--- src/hw/rtl/gpalu_pkg.sv ---
package gpalu_pkg;

  // Width of the packed polynomial inside the datapath, and of the ports.
  localparam int PolyWidth = 64;
  localparam int DataW     = 64;
  localparam int CntW      = (PolyWidth > 1) ? $clog2(PolyWidth) : 1;

  typedef enum logic [1:0] {
    MODE_ADD = 2'd0,
    MODE_MUL = 2'd1,
    MODE_QUO = 2'd2,
    MODE_REM = 2'd3
  } mode_e;

  // Commands from the controller to the datapath.
  typedef struct packed {
    logic load;
    logic step;
    logic finish;
  } gpalu_cmd_t;

endpackage

--- src/hw/rtl/gpalu_ctrl.sv ---
module gpalu_ctrl (
  input  logic                   clk_i,
  input  logic                   rst_ni,
  input  logic                   in_valid_i,
  output logic                   in_ready_o,
  input  logic [1:0]             mode_i,
  output logic                   out_valid_o,
  input  logic                   out_ready_i,
  output gpalu_pkg::gpalu_cmd_t  cmd_o
);
  import gpalu_pkg::*;

  typedef enum logic [1:0] {
    ST_IDLE,
    ST_RUN,
    ST_HOLD
  } state_e;

  state_e          state_q;
  logic [CntW-1:0] cnt_q;
  logic            out_valid_q;
  logic            accept;
  logic            slot_free;

  assign in_ready_o  = (state_q == ST_IDLE);
  assign accept      = in_valid_i && in_ready_o;
  assign slot_free   = !out_valid_q || out_ready_i;
  assign out_valid_o = out_valid_q;

  assign cmd_o.load   = accept;
  assign cmd_o.step   = (state_q == ST_RUN);
  assign cmd_o.finish = (state_q == ST_HOLD) && slot_free;

  always_ff @(posedge clk_i or negedge rst_ni) begin
    if (!rst_ni) begin
      state_q     <= ST_IDLE;
      cnt_q       <= '0;
      out_valid_q <= 1'b0;
    end else begin
      // A new result may replace the one that leaves at this same edge.
      if (cmd_o.finish) begin
        out_valid_q <= 1'b1;
      end else if (out_ready_i) begin
        out_valid_q <= 1'b0;
      end
      case (state_q)
        ST_IDLE: begin
          if (accept) begin
            cnt_q <= '0;
            // Addition is done at load time, so it skips the stepping phase.
            if (mode_e'(mode_i) == MODE_ADD) begin
              state_q <= ST_HOLD;
            end else begin
              state_q <= ST_RUN;
            end
          end
        end
        ST_RUN: begin
          if (cnt_q == CntW'(PolyWidth - 1)) begin
            state_q <= ST_HOLD;
          end else begin
            cnt_q <= cnt_q + 1'b1;
          end
        end
        ST_HOLD: begin
          if (slot_free) begin
            state_q <= ST_IDLE;
          end
        end
        default: begin
          state_q <= ST_IDLE;
        end
      endcase
    end
  end

endmodule

--- src/hw/rtl/gpalu_dp.sv ---
module gpalu_dp (
  input  logic                         clk_i,
  input  gpalu_pkg::gpalu_cmd_t        cmd_i,
  input  logic [1:0]                   mode_i,
  input  logic [gpalu_pkg::DataW-1:0]  operand_a_i,
  input  logic [gpalu_pkg::DataW-1:0]  operand_b_i,
  output logic [gpalu_pkg::DataW-1:0]  result_o,
  output logic                         divide_by_zero_o
);
  import gpalu_pkg::*;

  typedef logic [PolyWidth-1:0] poly_t;

  // One-hot mask of the leading coefficient; zero for the zero polynomial.
  function automatic poly_t lead_bit(input poly_t v);
    poly_t s;
    s = v;
    for (int k = 1; k < PolyWidth; k = k * 2) begin
      s = s | (s >> k);
    end
    return s & ~(s >> 1);
  endfunction

  poly_t x_q, x_d;
  poly_t y_q, y_d;
  poly_t acc_q, acc_d;
  poly_t quo_q, quo_d;
  poly_t lead_q, lead_d;
  poly_t res_q, res_d;
  mode_e mode_q, mode_d;
  logic  dz_q, dz_d;
  poly_t a_in, b_in;
  poly_t rem_sh;
  logic  sub;

  assign a_in = operand_a_i[PolyWidth-1:0];
  assign b_in = operand_b_i[PolyWidth-1:0];

  // Division brings in one dividend bit per step; the partial remainder never
  // exceeds the divisor's degree, so testing its leading bit decides the step.
  assign rem_sh = {acc_q[PolyWidth-2:0], x_q[PolyWidth-1]};
  assign sub    = |(rem_sh & lead_q);

  always_comb begin
    x_d    = x_q;
    y_d    = y_q;
    acc_d  = acc_q;
    quo_d  = quo_q;
    lead_d = lead_q;
    mode_d = mode_q;
    res_d  = res_q;
    dz_d   = dz_q;
    if (cmd_i.load) begin
      mode_d = mode_e'(mode_i);
      x_d    = a_in;
      y_d    = b_in;
      lead_d = lead_bit(b_in);
      quo_d  = '0;
      acc_d  = (mode_e'(mode_i) == MODE_ADD) ? (a_in ^ b_in) : '0;
    end else if (cmd_i.step) begin
      case (mode_q)
        MODE_MUL: begin
          if (y_q[0]) begin
            acc_d = acc_q ^ x_q;
          end
          x_d = x_q << 1;
          y_d = y_q >> 1;
        end
        MODE_QUO, MODE_REM: begin
          acc_d = sub ? (rem_sh ^ y_q) : rem_sh;
          quo_d = {quo_q[PolyWidth-2:0], sub};
          x_d   = x_q << 1;
        end
        default: begin
        end
      endcase
    end
    if (cmd_i.finish) begin
      res_d = (mode_q == MODE_QUO) ? quo_q : acc_q;
      dz_d  = (mode_q inside {MODE_QUO, MODE_REM}) && (y_q == '0);
    end
  end

  always_ff @(posedge clk_i) begin
    x_q    <= x_d;
    y_q    <= y_d;
    acc_q  <= acc_d;
    quo_q  <= quo_d;
    lead_q <= lead_d;
    mode_q <= mode_d;
    res_q  <= res_d;
    dz_q   <= dz_d;
  end

  assign result_o         = DataW'(res_q);
  assign divide_by_zero_o = dz_q;

endmodule

--- src/hw/rtl/gf2_polynomial_alu_top.sv ---
// Channel   Handshake                  Beat contents
// input     in_valid_i / in_ready_o    mode_i, operand_a_i, operand_b_i
// output    out_valid_o / out_ready_i  result_o, divide_by_zero_o
//
// Multiply, quotient and remainder load the operands, run 64 steps of the
// shared shift-and-xor unit and then store the result; addition is done at
// load and goes straight to the store. One item is in work at a time, but a new beat
// is accepted while the previous result waits in the output register.
// Reset clears the controller only; a stalled output holds the unit at its end.
module gf2_polynomial_alu_top (
  input  logic                         clk_i,
  input  logic                         rst_ni,
  input  logic                         in_valid_i,
  output logic                         in_ready_o,
  input  logic [1:0]                   mode_i,
  input  logic [gpalu_pkg::DataW-1:0]  operand_a_i,
  input  logic [gpalu_pkg::DataW-1:0]  operand_b_i,
  output logic                         out_valid_o,
  input  logic                         out_ready_i,
  output logic [gpalu_pkg::DataW-1:0]  result_o,
  output logic                         divide_by_zero_o
);
  import gpalu_pkg::*;

  gpalu_cmd_t cmd;

  gpalu_ctrl u_ctrl (
    .clk_i       (clk_i),
    .rst_ni      (rst_ni),
    .in_valid_i  (in_valid_i),
    .in_ready_o  (in_ready_o),
    .mode_i      (mode_i),
    .out_valid_o (out_valid_o),
    .out_ready_i (out_ready_i),
    .cmd_o       (cmd)
  );

  gpalu_dp u_dp (
    .clk_i            (clk_i),
    .cmd_i            (cmd),
    .mode_i           (mode_i),
    .operand_a_i      (operand_a_i),
    .operand_b_i      (operand_b_i),
    .result_o         (result_o),
    .divide_by_zero_o (divide_by_zero_o)
  );

endmodule

--- config.mk ---
export PLATFORM = sky130hd
export DESIGN_NAME = gf2_polynomial_alu_top
export DESIGN_NICKNAME = d
export VERILOG_FILES = /design/src/hw/rtl/gpalu_pkg.sv /design/src/hw/rtl/gpalu_ctrl.sv /design/src/hw/rtl/gpalu_dp.sv /design/src/hw/rtl/gf2_polynomial_alu_top.sv
export SDC_FILE = /design/constraint.sdc
export NUM_CORES = 1
export LEC_CHECK = 0
export ABC_CLOCK_PERIOD_IN_PS = 18300
export CORE_MARGIN = 10
export CORE_UTILIZATION = 43
export DETAILED_ROUTE_END_ITERATION = 16
export DONT_BUFFER_PORTS = 1
export GPL_ROUTABILITY_DRIVEN = 0
export SLEW_MARGIN = 0
export SYNTH_ARGS = -nofsm -noshare
export SYNTH_HDL_FRONTEND = slang
export SYNTH_SLANG_ARGS = --single-unit
--- constraint.sdc ---
create_clock -name clk_i -period 18.3 [get_ports clk_i]
set_input_delay 3.66 -clock clk_i [delete_from_list [all_inputs] [get_ports clk_i]]
set_output_delay 3.66 -clock clk_i [all_outputs]
set_load 0.05 [all_outputs]
==> impl_results.md <==
- Initial Util: 43.3%
- Area grow syn2layout: 9.90%
- Max Cap Violations: 0
- Antenna Diode Count: 0
- H-tree levels: 2
- Top cells by area, synth: edfxtp_1 (50%), nand2_1 (8.8%), dfxtp_1 (6.6%)
- Synth Area in XOR/XNOR: about 5.9%
- Critical hold path startpoint: u_dp.quo_q[63]
- Switching Share: 37.2%
- FF-to-FF path depth: 5
- Main combinational cell family by area after synthesis: simple AND/OR/NAND/NOR gates
- Share of the synthesized area in the top cell type: 49.6%
- Synth Area in Adders: 0.0640%
- Die Footprint: 54400 µm²
- GR Overflow Total: 0
- Final total power: 0.00378 W
- Peak VDD IR: 108 µV
- GRT Util Overall: 20.5%
- Static leakage: 7.64 nW
- Distinct cell type count after synthesis: 56
- Final hold violations: 0
- Critical-path cell list: nand2_4 > inv_8 > buf_4 > o21ai_0
- Fin crit period: roughly 5.9 ns
- # Post-CTS Setup Buffers: 0
- Flop pwr share: 50.5%
- Vias per inst: 5.61
- CTS buffer count: 43
- Placed Instance Area: 20100 µm²
- Post-route ant nets: 0
- Largest net degree at the start of global routing: 159
- Pins Over Slew Limit: 0
- Yosys warns: 0
- Final wirelength: 56.8 mm
- Worst Path Buf+Inv: 2
- Worst Setup SP: in_valid_i
- Fin crit share: 32.0%
- Cell family with most CP delay: buffers and inverters
- Post-synth EDFFs: 323
- Finished Layout Cells: between 2000 and 2500
- Vias post-DR: 13839
- Hold crit path type: flop to flop
- Clock share of power: 23.3%
- CTS sink cnt: 396
- Vias in the first global route: 13391
- Worst endpoint required time: 18.57 ns
- R2r endpoint: u_dp.y_q[61]
- Pre-CTS setup slack: 11.86 ns
- R2r setup slk: about 14 ns
- DR pass1 iterations: 5
- Die Ht: 233 µm
- Post-synthesis compound-gate area fraction: 11.2%
- Worst Hold Depth: 2
- # IOs: between 200 and 250
- First-pass GRT wire length: 85.4 mm
- CP max-delay cell: inv_8
- CP max FO: 158
- Worst Tran Pin Value: 1.24 ns
- Core ar.: 45200 µm²
- Clk Latency, worst-skew pair: 0.57 ns
- P_int: 0.00237 W
- Status: completed
- Setup crit end kind: flop
- Startpoint Class: input port
- Max stage delay on crit path: 0.90 ns
- Post-Syn Nets: 2009
- Post-synthesis mux area share: 3.74%
- Initial antenna violation count: 0
- Hold_buf cts: 0
- Switching power: 0.00141 W
- Placed instance count: 2391
- Mean Syn Cell Area: between 10 and 15 µm²
- Sum Neg Setup Slack: 0 ns
- F_max: 0.171 GHz
- CTS tree: done
- Critical path arrival: 6.14 ns
- Post-DP HPWL: about 40 mm
- Final instance area: ~21000 µm²
- Clk root buf: clkbuf_16
- Reg clk slew, reported paths: 0.06 ns
- # rows: 78
- Async SR Flop Fraction: 2.27%
- Top post-synthesis cells by count: nand2_1 (456), edfxtp_1 (323), o21ai_0 (185), xor2_1 (131), clkbuf_1 (84)
- Share of cells above drive strength 1: 9.05%
- Final clock skew: around 0.015 ns
- PortBufs: 0
- Final setup fails: 0
- PwrDens: 176 nW/µm²
- Drt drc: 0
- Yosys top cell by area: edfxtp_1
- Nets: 1971
- CTS-repair resized insts: 0
- Synthesized flop and latch total: 396
- R2R Path Start: u_ctrl.state_q[0]
- Logic gate share of total power: 26.2%
- Seq/Total Area, Yosys: 57.3%
- Post-Syn Area: 19600 µm²
- Fill count: a little over 4000
- Most numerous cell in the Yosys netlist: nand2_1
- Post-synth top flop: edfxtp_1
- Chip Width: 233 µm
- Critical path type: input port to flop
- Gate Count Post-Synth: 1874
- Initial drt markers: 1342
- Rel. slew slack: approximately 17%
- Post-Synth Simple-Gate Area: 18.6%
- Worst setup margin: 12.44 ns
- WL/cell: between 20 and 25 µm
- RSZ-0062 raised after global routing: no
- Hold Path Sink: u_dp.quo_q[63]
- CTS Buffer Depth: 3
flip-flops by register name, summed over array words and instances (netlist names):
| register | cells |
|---|---|
| u_dp.lead_q | 64 |
| u_dp.acc_q | 64 |
| u_dp.result_o | 64 |
| u_dp.mode_q | 2 |
| u_dp.quo_q | 64 |
| u_ctrl.cnt_q | 6 |
| u_dp.x_q | 64 |
| u_ctrl.out_valid_o | 1 |
| u_ctrl.state_q | 2 |
| u_dp.divide_by_zero_o | 1 |
| u_dp.y_q | 64 |
tightest hold or removal path: stages (launching register included):
cell and delay [ns]:
dfxtp_1 0.31, nand2_1 0.05, a21oi_1 0.05
per-layer routing:
layer,global-route usage [%],vias up,wire [µm]
met4,6.23,0,1520
met5,0,-,0
met1,26.9,6769,24400
met3,5.73,68,4530
met2,32.4,390,26300
li1,-,6612,-
cells in the final DEF (no fill, tap or decap), drive strengths merged, types with 5 or more instances in the layout:
cell type	netlist	layout
a41oi	64	64
dfrtp	9	9
nand2	457	457
mux2	65	65
and2	75	75
nor2	31	31
dfxtp	64	64
clkinv	1	8
nor3	10	10
a22o	16	16
edfxtp	323	323
nor4b	5	5
a221oi	16	16
nor3b	11	11
nand4	9	9
and3b	5	5
a21oi	65	65
or3	69	69
and3	21	21
nor4	27	27
buf	14	15
xor2	131	131
nand2b	8	8
nand3	5	5
o21ai	194	194
clkbuf	84	60
bufinv	0	5
inv	68	70
and4b	8	8
worst max-delay path by stage:
stage	cells after the start	to	slack [ns]
global route	4	u_dp.y_q[60]	12.17
floorplan	5	u_dp.acc_q[0]	10.65
detailed placement	4	u_dp.y_q[61]	11.86
CTS	4	u_dp.y_q[61]	12.46
finish	4	u_dp.y_q[61]	12.44
global placement	4	u_dp.y_q[53]	11.91
power groups by stage:
stage               clock network [W]  registers [W]  logic, W
floorplan                           0        0.00178  0.000770
global placement                    0        0.00192  0.000965
detailed placement                  0        0.00192  0.000989
CTS                          0.000900        0.00191  0.000998
global route                 0.000936        0.00194   0.00112
finish                       0.000880        0.00191  0.000990
kinds of logic (layout without fill, tap and decap cells):
| family | count (synthesis) | count (layout) |
|---|---|---|
| flops | 396 | 396 |
| fa+ha+maj | 1 | 1 |
| compound gates | 361 | 361 |
| buf+inv | 167 | 160 |
| mux | 65 | 65 |
| xor+xnor | 132 | 132 |
| simple gates | 752 | 752 |
per-stage QoR:
step	hold WS, ns	utilization, %
after floorplan	0.434	-
after global placement	0.441	44.5
after detailed placement	0.448	44.5
after CTS	0.455	47.6
after global routing	0.474	47.6
final	0.453	47.6
area by class of cell:
cell class / count / area, µm² / area share, %
clock inverters: 16 / 213 / 0.990
multi-input cells: 1311 / 7770 / 36.1
clock buffers: 60 / 1180 / 5.49
repair buffers: 15 / 113 / 0.524
inverters: 69 / 267 / 1.24
flip-flops and latches: 396 / 11200 / 52.1
well taps: 600 / 751 / 3.49
Note: power is estimated with default switching activity, not from simulation.
